File: src/rtl/frmt_pkg.sv
// ----------------------------------------------------------------------------
// frmt_pkg
// Shared constants, codes and types of the frame rate meter with timers.
// ----------------------------------------------------------------------------
package frmt_pkg;

   // Number of software timers (1 to 4)
   localparam int NUM_TIMERS = 4;

   // Field widths
   localparam int OP_W     = 2;
   localparam int TICK_W   = 32;
   localparam int TSEL_W   = 2;
   localparam int RATE_W   = 16;
   localparam int MASK_W   = 4;
   localparam int CSR_IDX_W = 3;
   localparam int CSR_DAT_W = 32;

   // Transaction opcodes
   localparam logic [OP_W-1:0] OP_FRAME  = 2'd0;
   localparam logic [OP_W-1:0] OP_ENABLE = 2'd1;
   localparam logic [OP_W-1:0] OP_FREEZE = 2'd2;

   // Register indexes
   localparam logic [CSR_IDX_W-1:0] CSR_WINDOW_MS      = 3'd0;
   localparam logic [CSR_IDX_W-1:0] CSR_MIN_READY_RATE = 3'd1;
   localparam logic [CSR_IDX_W-1:0] CSR_PERIOD_BASE    = 3'd2;

   // Reset values of the registers
   localparam logic [RATE_W-1:0] WINDOW_MS_RST      = 16'd1000;
   localparam logic [RATE_W-1:0] MIN_READY_RATE_RST = 16'd1;
   localparam logic [TICK_W-1:0] PERIOD_RST         = 32'd1000;

   // Per-timer control for one transaction
   typedef struct packed {
      logic enable_wr;   // enable control addressed to this timer
      logic freeze_wr;   // freeze control addressed to this timer
      logic flag;        // value written by the control
      logic step;        // frame event while ready
   } timer_ctrl_type;

   // One result transaction
   typedef struct packed {
      logic [RATE_W-1:0] frame_rate;
      logic              ready_res;
      logic [TICK_W-1:0] last_delta_ms;
      logic [TICK_W-1:0] ready_tick;
      logic [MASK_W-1:0] expired_mask;
   } rsp_type;

endpackage

File: src/rtl/frmt_timer.sv
// ----------------------------------------------------------------------------
// frmt_timer
// One software timer: accumulates frame-to-frame time, saturating, and
// reports expiry when the total reaches its period.
// ----------------------------------------------------------------------------
module frmt_timer (
   input  logic                            clock,
   input  logic                            reset,
   input  frmt_pkg::timer_ctrl_type        ctrl,
   input  logic [frmt_pkg::TICK_W-1:0]     now,
   input  logic [frmt_pkg::TICK_W-1:0]     period,
   output logic                            hit
);
   import frmt_pkg::*;

   logic              enabled_ff, enabled_in;
   logic              frozen_ff, frozen_in;
   logic              prev_valid_ff, prev_valid_in;
   logic [TICK_W-1:0] prev_tick_ff, prev_tick_in;
   logic [TICK_W-1:0] elapsed_ff, elapsed_in;

   logic [TICK_W-1:0] delta;
   logic [TICK_W:0]   sum_wide;
   logic [TICK_W-1:0] sum_sat;

   // Saturating accumulate of the time since the previous frame
   assign delta    = now - prev_tick_ff;
   assign sum_wide = {1'b0, elapsed_ff} + {1'b0, delta};
   assign sum_sat  = sum_wide[TICK_W] ? '1 : sum_wide[TICK_W-1:0];

   // Next state
   always_comb begin
      enabled_in    = enabled_ff;
      frozen_in     = frozen_ff;
      prev_valid_in = prev_valid_ff;
      prev_tick_in  = prev_tick_ff;
      elapsed_in    = elapsed_ff;
      hit           = 1'b0;
      if (ctrl.enable_wr) begin
         enabled_in    = ctrl.flag;
         frozen_in     = 1'b0;
         prev_valid_in = 1'b0;
         elapsed_in    = '0;
      end else if (ctrl.freeze_wr) begin
         frozen_in = ctrl.flag;
         if (ctrl.flag) begin
            prev_valid_in = 1'b0;
         end
      end else if (ctrl.step && enabled_ff && !frozen_ff) begin
         // first step after enable or freeze only records the tick
         if (prev_valid_ff) begin
            if (sum_sat >= period) begin
               elapsed_in = '0;
               hit        = 1'b1;
            end else begin
               elapsed_in = sum_sat;
            end
         end
         prev_valid_in = 1'b1;
         prev_tick_in  = now;
      end
   end

   always_ff @(posedge clock) begin
      if (reset) begin
         enabled_ff    <= 1'b0;
         frozen_ff     <= 1'b0;
         prev_valid_ff <= 1'b0;
         prev_tick_ff  <= '0;
         elapsed_ff    <= '0;
      end else begin
         enabled_ff    <= enabled_in;
         frozen_ff     <= frozen_in;
         prev_valid_ff <= prev_valid_in;
         prev_tick_ff  <= prev_tick_in;
         elapsed_ff    <= elapsed_in;
      end
   end

endmodule

File: src/rtl/frame_rate_meter_with_timers.sv
// ----------------------------------------------------------------------------
// frame_rate_meter_with_timers
// Frame rate meter with a bank of software timers driven by frame events.
// ----------------------------------------------------------------------------
// Usage:
//   req_* carries one event per transaction: a frame event with its
//   millisecond timestamp, or a timer enable / freeze control. Every
//   accepted event yields exactly one rsp_* transaction holding the latched
//   rate, the sticky ready flag, the last window delta, the last tick seen
//   while ready and the timers that expired on that event.
//   All state is updated in the cycle the event is accepted; the result is
//   registered in the result register (or in the skid register while that
//   one is held) and shown on rsp_*. One event per cycle is sustained while
//   the receiver takes results; the window compare and the per-timer saturating add run in parallel.
//   A two-entry output queue (result register plus skid register) lets
//   req_ready stay high while one result waits; req_ready drops only when
//   both entries are full, so a stalled receiver holds the input back
//   without losing a result.
//   csr_we writes register csr_index with csr_wdata at once; write it only
//   while no transaction is in flight.
//   Synchronous reset restores the register defaults, closes the window,
//   clears all latches, disables all timers and empties the output queue.
// ----------------------------------------------------------------------------
module frame_rate_meter_with_timers (
   input  logic                               clock,
   input  logic                               reset,
   // event channel
   input  logic                               req_valid,
   output logic                               req_ready,
   input  logic [frmt_pkg::OP_W-1:0]          req_op,
   input  logic [frmt_pkg::TICK_W-1:0]        req_timestamp_ms,
   input  logic [frmt_pkg::TSEL_W-1:0]        req_timer_select,
   input  logic                               req_control_flag,
   // result channel
   output logic                               rsp_valid,
   input  logic                               rsp_ready,
   output logic [frmt_pkg::RATE_W-1:0]        rsp_frame_rate,
   output logic                               rsp_ready_res,
   output logic [frmt_pkg::TICK_W-1:0]        rsp_last_delta_ms,
   output logic [frmt_pkg::TICK_W-1:0]        rsp_ready_tick,
   output logic [frmt_pkg::MASK_W-1:0]        rsp_expired_mask,
   // register write port
   input  logic                               csr_we,
   input  logic [frmt_pkg::CSR_IDX_W-1:0]     csr_index,
   input  logic [frmt_pkg::CSR_DAT_W-1:0]     csr_wdata
);
   import frmt_pkg::*;

   // Registers
   logic [RATE_W-1:0] window_ms_ff;
   logic [RATE_W-1:0] min_ready_rate_ff;

   // Meter state
   logic              win_valid_ff, win_valid_in;
   logic [TICK_W-1:0] win_start_ff, win_start_in;
   logic [RATE_W-1:0] frame_cnt_ff, frame_cnt_in;
   logic [RATE_W-1:0] rate_ff, rate_in;
   logic              ready_ff, ready_in;
   logic [TICK_W-1:0] delta_ff, delta_in;
   logic [TICK_W-1:0] tick_ff, tick_in;

   // Output queue
   logic    out_valid_ff, out_valid_in;
   rsp_type out_ff, out_in;
   logic    skid_valid_ff, skid_valid_in;
   rsp_type skid_ff, skid_in;

   logic                  push, pop;
   logic                  is_frame, is_enable, is_freeze;
   logic [TICK_W-1:0]     win_delta;
   logic                  win_latch;
   logic [RATE_W-1:0]     cnt_base;
   logic [NUM_TIMERS-1:0] hit_vec;
   rsp_type               result;

   assign push = req_valid && req_ready;
   assign pop  = out_valid_ff && rsp_ready;

   // Opcode decode; an unused opcode changes no state
   always_comb begin
      is_frame  = 1'b0;
      is_enable = 1'b0;
      is_freeze = 1'b0;
      unique case (req_op)
         OP_FRAME:  is_frame  = push;
         OP_ENABLE: is_enable = push;
         OP_FREEZE: is_freeze = push;
         default:   ;
      endcase
   end

   // Window measurement
   assign win_delta = req_timestamp_ms - win_start_ff;
   assign win_latch = is_frame && win_valid_ff && (win_delta >= {16'b0, window_ms_ff});
   assign cnt_base  = win_latch ? '0 : frame_cnt_ff;

   always_comb begin
      win_valid_in = win_valid_ff || is_frame;
      win_start_in = win_start_ff;
      frame_cnt_in = frame_cnt_ff;
      rate_in      = rate_ff;
      delta_in     = delta_ff;
      ready_in     = ready_ff;
      tick_in      = tick_ff;
      if (is_frame && (!win_valid_ff || win_latch)) begin
         win_start_in = req_timestamp_ms;
      end
      if (win_latch) begin
         rate_in  = frame_cnt_ff;
         delta_in = win_delta;
         if (frame_cnt_ff > min_ready_rate_ff) begin
            ready_in = 1'b1;
         end
      end
      if (is_frame) begin
         // saturating frame count
         frame_cnt_in = (cnt_base == '1) ? cnt_base : cnt_base + 1'b1;
         if (ready_in) begin
            tick_in = req_timestamp_ms;
         end
      end
   end

   // Timer bank, each with its period register
   for (genvar t = 0; t < NUM_TIMERS; t++) begin : g_timer
      logic [TICK_W-1:0] period_ff;
      timer_ctrl_type    ctrl;
      logic              sel_hit;

      assign sel_hit        = (req_timer_select == TSEL_W'(t));
      assign ctrl.enable_wr = is_enable && sel_hit;
      assign ctrl.freeze_wr = is_freeze && sel_hit;
      assign ctrl.flag      = req_control_flag;
      assign ctrl.step      = is_frame && ready_in;

      always_ff @(posedge clock) begin
         if (reset) begin
            period_ff <= PERIOD_RST;
         end else if (csr_we && (csr_index == CSR_PERIOD_BASE + CSR_IDX_W'(t))) begin
            period_ff <= csr_wdata[TICK_W-1:0];
         end
      end

      frmt_timer u_timer (
         .clock  (clock),
         .reset  (reset),
         .ctrl   (ctrl),
         .now    (req_timestamp_ms),
         .period (period_ff),
         .hit    (hit_vec[t])
      );
   end

   // Result of the accepted transaction
   always_comb begin
      result.frame_rate    = rate_in;
      result.ready_res     = ready_in;
      result.last_delta_ms = delta_in;
      result.ready_tick    = tick_in;
      result.expired_mask  = MASK_W'(hit_vec);
   end

   // Output queue: result register with a skid register behind it
   assign req_ready = !skid_valid_ff;
   assign rsp_valid = out_valid_ff;

   always_comb begin
      out_valid_in  = out_valid_ff;
      out_in        = out_ff;
      skid_valid_in = skid_valid_ff;
      skid_in       = skid_ff;
      if (skid_valid_ff) begin
         if (pop) begin
            out_in        = skid_ff;
            skid_valid_in = 1'b0;
         end
      end else if (push) begin
         if (!out_valid_ff || pop) begin
            out_in       = result;
            out_valid_in = 1'b1;
         end else begin
            skid_in       = result;
            skid_valid_in = 1'b1;
         end
      end else if (pop) begin
         out_valid_in = 1'b0;
      end
   end

   // Register writes
   always_ff @(posedge clock) begin
      if (reset) begin
         window_ms_ff      <= WINDOW_MS_RST;
         min_ready_rate_ff <= MIN_READY_RATE_RST;
      end else if (csr_we) begin
         if (csr_index == CSR_WINDOW_MS) begin
            window_ms_ff <= csr_wdata[RATE_W-1:0];
         end
         if (csr_index == CSR_MIN_READY_RATE) begin
            min_ready_rate_ff <= csr_wdata[RATE_W-1:0];
         end
      end
   end

   // Meter state and queue control
   always_ff @(posedge clock) begin
      if (reset) begin
         win_valid_ff  <= 1'b0;
         win_start_ff  <= '0;
         frame_cnt_ff  <= '0;
         rate_ff       <= '0;
         ready_ff      <= 1'b0;
         delta_ff      <= '0;
         tick_ff       <= '0;
         out_valid_ff  <= 1'b0;
         skid_valid_ff <= 1'b0;
      end else begin
         win_valid_ff  <= win_valid_in;
         win_start_ff  <= win_start_in;
         frame_cnt_ff  <= frame_cnt_in;
         rate_ff       <= rate_in;
         ready_ff      <= ready_in;
         delta_ff      <= delta_in;
         tick_ff       <= tick_in;
         out_valid_ff  <= out_valid_in;
         skid_valid_ff <= skid_valid_in;
      end
   end

   // Queue payload
   always_ff @(posedge clock) begin
      out_ff  <= out_in;
      skid_ff <= skid_in;
   end

   assign rsp_frame_rate    = out_ff.frame_rate;
   assign rsp_ready_res     = out_ff.ready_res;
   assign rsp_last_delta_ms = out_ff.last_delta_ms;
   assign rsp_ready_tick    = out_ff.ready_tick;
   assign rsp_expired_mask  = out_ff.expired_mask;

endmodule
File: config.mk
export PLATFORM = sky130hd
export DESIGN_NAME = frame_rate_meter_with_timers
export DESIGN_NICKNAME = d
export VERILOG_FILES = /design/src/rtl/frmt_pkg.sv /design/src/rtl/frmt_timer.sv /design/src/rtl/frame_rate_meter_with_timers.sv
export SDC_FILE = /design/constraint.sdc
export NUM_CORES = 2
export LEC_CHECK = 0
export ABC_AREA = 1
export BUFFER_PORTS_ARGS = -buffer_cell sky130_fd_sc_hd__buf_2
export CAP_MARGIN = 15
export CORE_MARGIN = 4
export CORE_UTILIZATION = 30
export DETAILED_ROUTE_END_ITERATION = 7
export GPL_ROUTABILITY_DRIVEN = 1
export HOLD_SLACK_MARGIN = 0.15
export PLACE_DENSITY_LB_ADDON = 0.15
export SLEW_MARGIN = 0
export SYNTH_ARGS = -nofsm -noshare
export SYNTH_HDL_FRONTEND = slang
export SYNTH_HIERARCHICAL = 1
export SYNTH_SLANG_ARGS = --single-unit
export TNS_END_PERCENT = 50
File: constraint.sdc
create_clock -name clock -period 4.6 [get_ports clock]
set_input_delay 0.23 -clock clock [delete_from_list [all_inputs] [get_ports clock]]
set_output_delay 0.23 -clock clock [all_outputs]
set_load 0.01 [all_outputs]
==> qor.yml <==
drtAntennaViolNets: 0
setup_viol: 136
dp.cells: 11500
clock_skew_ns: 0.0584
synthTopCellsByCount: "nand2_1, inv_1, nor2_1"
crit_path_max_fanout: 8
grt_pass1_vias: 51968
stdcell_count: 11935
via_count: 55473
startpoint_type: "register"
core_area_um2: 175000
die_y_um: 428
min_period_ns: 5.15
netlist_area_um2: 52800
wire_per_inst_um: 19.2
p_sw_mw: 6.41
max_stage_delay_ns: 0.37
synth_nets: 8374
pwr-share-clk: 0.387
gp_congestion: 0.922
nFillCells: 17918
hp-class: "in2reg"
synth_edf_count: 170
syn_inst: 7844
synth_top_area_cell: "dfxtp_1"
required_ns: 5.16
synthFlopType: "dfxtp_1"
hpwl_um: 167000
max_slew.worst_pin.slew_ns: 1.34
cts_buffers: 90
cts_max_path_buffers: 3
antenna_found_initial: 22
ys_types: 53
die_area_um2: 183000
ys_seq_area_frac: 0.309
cts_sinks: 730
yosysWarnings: 6
fin_setup_tns_ns: -58.48
status: "finished with violations"
drv_cap: 0
rows: 153
powerDensity_nw_per_um2: 256
via_per_inst: 4.65
drive_above_1_share: 0.317
fin_crit_sh: 1.12
grt_max_degree: 98
cp.arrival_ns: 5.71
cpMaxStageDelayCell: "fa_2"
grt_usage: 0.238
finish.net_count: 10059
cp-end-kind: "register"
synth_area_per_cell_um2: 6.74
ys_ff_latch: 730
drt_first_pass_iters: 5
postLayoutCoreUtil: 0.450
yosysTopAreaCellShare: 0.212
htreeDepth: 3
drt_iter0_markers: 3660
pwr-share-comb: 0.277
worstSetupPathType: "reg2reg"
p_int_mw: 13.7
cts_tree: "yes"
drc_errors: 0
synth_most_common_cell: "nand2_1"
async_reset_ff_frac: 0
die_w_um: 428
grt_pass1_wl_um: 329000
slew_headroom: 0.104
clock_latency_ns: 0.74
crit_top_cell: "nand2_2"
synth.area.top_cells: "dfxtp_1, nand2_1, ha_1, edfxtp_1, inv_1"
initial_core_util: 0.303
ir_drop_uv: 257
switching_share: 0.319
rsz0062_at_grt: "true"
clkTransAtPathRegs_ns: 0.06
slew_viol_final: 0
violations: "setup timing"
io_pins: 164
layout_setup_ws_ns: -0.549
io_buffers: 163
totalWireLength_um: 229000
root_buffer: "clkbuf_16"
leakage_nw: 37.6
r2r_setup_slack_ns: -0.55
overflow: 0
fmax_ghz: 0.194
p_seq_frac: 0.336
areaGrowthSynthToFinish_pct: 48.7
hold_viol_final: 0
## layout by cell type, fill, tap and decap left out, types with 63 or more instances in the layout
cell           instances
a21oi_1              428
a21oi_2              200
buf_12                91
buf_2                162
buf_4               1364
clkbuf_16            105
dfxtp_1              548
dlygate4sd3_1        102
edfxtp_1             170
ha_1                 272
ha_4                 149
inv_1               1318
nand2_1             1904
nand2_2              177
nand3_1              279
nand3_2              114
nand3_4              112
nor2_1               636
nor2_2                93
o21ai_0              371
o21ai_1              109
xnor2_1               63
xor2_1                79
## state kept, by name, indices dropped and copies added, names as in the netlist, 4 cells and up
register	flops
rate_ff	16
delta_ff	32
win_start_ff	32
skid_ff	85
rsp_frame_rate	16
tick_ff	32
g_timer.u_timer/elapsed_ff	128
rsp_last_delta_ms	32
g_timer.u_timer/enabled_ff	4
g_timer.u_timer/prev_tick_ff	128
rsp_expired_mask	4
g_timer.period_ff	128
window_ms_ff	16
g_timer.u_timer/frozen_ff	4
rsp_ready_tick	32
min_ready_rate_ff	16
g_timer.u_timer/prev_valid_ff	4
frame_cnt_ff	16
## area by class of cell
cell class,instances,area [um^2],share of cell area
Multi-Input combinational cell,5535,35700,0.455
Sequential cell,730,16300,0.208
Timing Repair Buffer,1797,15200,0.193
Inverter,1374,5220,0.0664
Tap cell,2325,2910,0.0370
Clock buffer,120,2490,0.0316
Clock inverter,47,702,0.00893
Antenna cell,6,15.0,0.000191
Timing Repair inverter,1,11.3,0.000143
## power groups by stage
stage	Clock [mW]	Sequential, mW	Combinational (mW)
after floorplan	0	6.92	2.26
after global placement	0	6.90	4.54
after global routing	8.24	6.77	6.04
after CTS	7.98	6.76	5.11
final	7.79	6.76	5.57
after detailed placement	0	6.90	4.55
## routing by layer
layer | global-route usage | wire length (um) | up-vias
li1 | - | - | 28323
met1 | 0.314 | 104000 | 25807
met2 | 0.404 | 107000 | 1055
met3 | 0.0257 | 9290 | 286
met4 | 0.0793 | 8810 | 2
met5 | 0 | 13 | -
## cell families after synthesis
kind of cell | count (synthesis) | share of synthesized area
buffers and inverters | 1579 | 0.117
AOI/OAI and AO/OA | 1306 | 0.132
xor gates and xnor gates | 173 | 0.0287
and+or+nand+nor | 3603 | 0.305
adders and majority gates | 453 | 0.109
DFF | 730 | 0.309
## through the flow
stage / cell area, um^2 / hold WS (ns) / total power [mW] / setup WS [ns]
3_5_place_dp: 66800 / 0.448 / 11.5 / -1.44
6_report: 78600 / 0.186 / 20.1 / -0.549
5_1_grt: 78600 / 0.157 / 21.1 / -0.761
2_1_floorplan: 52800 / 0.356 / 9.18 / 0.0186
3_3_place_gp: 66800 / 0.441 / 11.4 / -1.48
4_1_cts: 74200 / 0.156 / 19.9 / -0.487
## critical path: cells and delay by family (launching register included)
| family | cells | cell delay, ns |
|---|---|---|
| DFF | 1 | 0.33 |
| adders and majority gates | 4 | 1.08 |
| buffers and inverters | 5 | 0.64 |
| xor gates and xnor gates | 1 | 0.30 |
| AOI/OAI and AO/OA | 5 | 0.80 |
| and+or+nand+nor | 17 | 1.78 |
## worst paths after layout
check,startpoint,cells after the start,endpoint
worst min register to register,win_start_ff[19]$_SDFFE_PP0P_,2,win_start_ff[19]$_SDFFE_PP0P_
worst min-delay path,req_timestamp_ms[14],5,skid_ff[18]$_DFFE_PP_
worst max-delay path,g_timer[1].u_timer/prev_tick_ff[0]$_SDFFE_PP0P_,32,g_timer[1].u_timer/elapsed_ff[31]$_SDFFE_PP0P_
worst max register to register,g_timer[1].u_timer/prev_tick_ff[0]$_SDFFE_PP0P_,32,g_timer[1].u_timer/elapsed_ff[31]$_SDFFE_PP0P_
## repair_timing
action,CTS,global route
gates cloned,16,24
hold buffers,105,2
resized for setup,402,821
setup endpoints to repair,160,542
hold endpoints to repair,309,3
pin swaps,130,267
setup buffers,66,63
(Power assumes the default switching activity.)
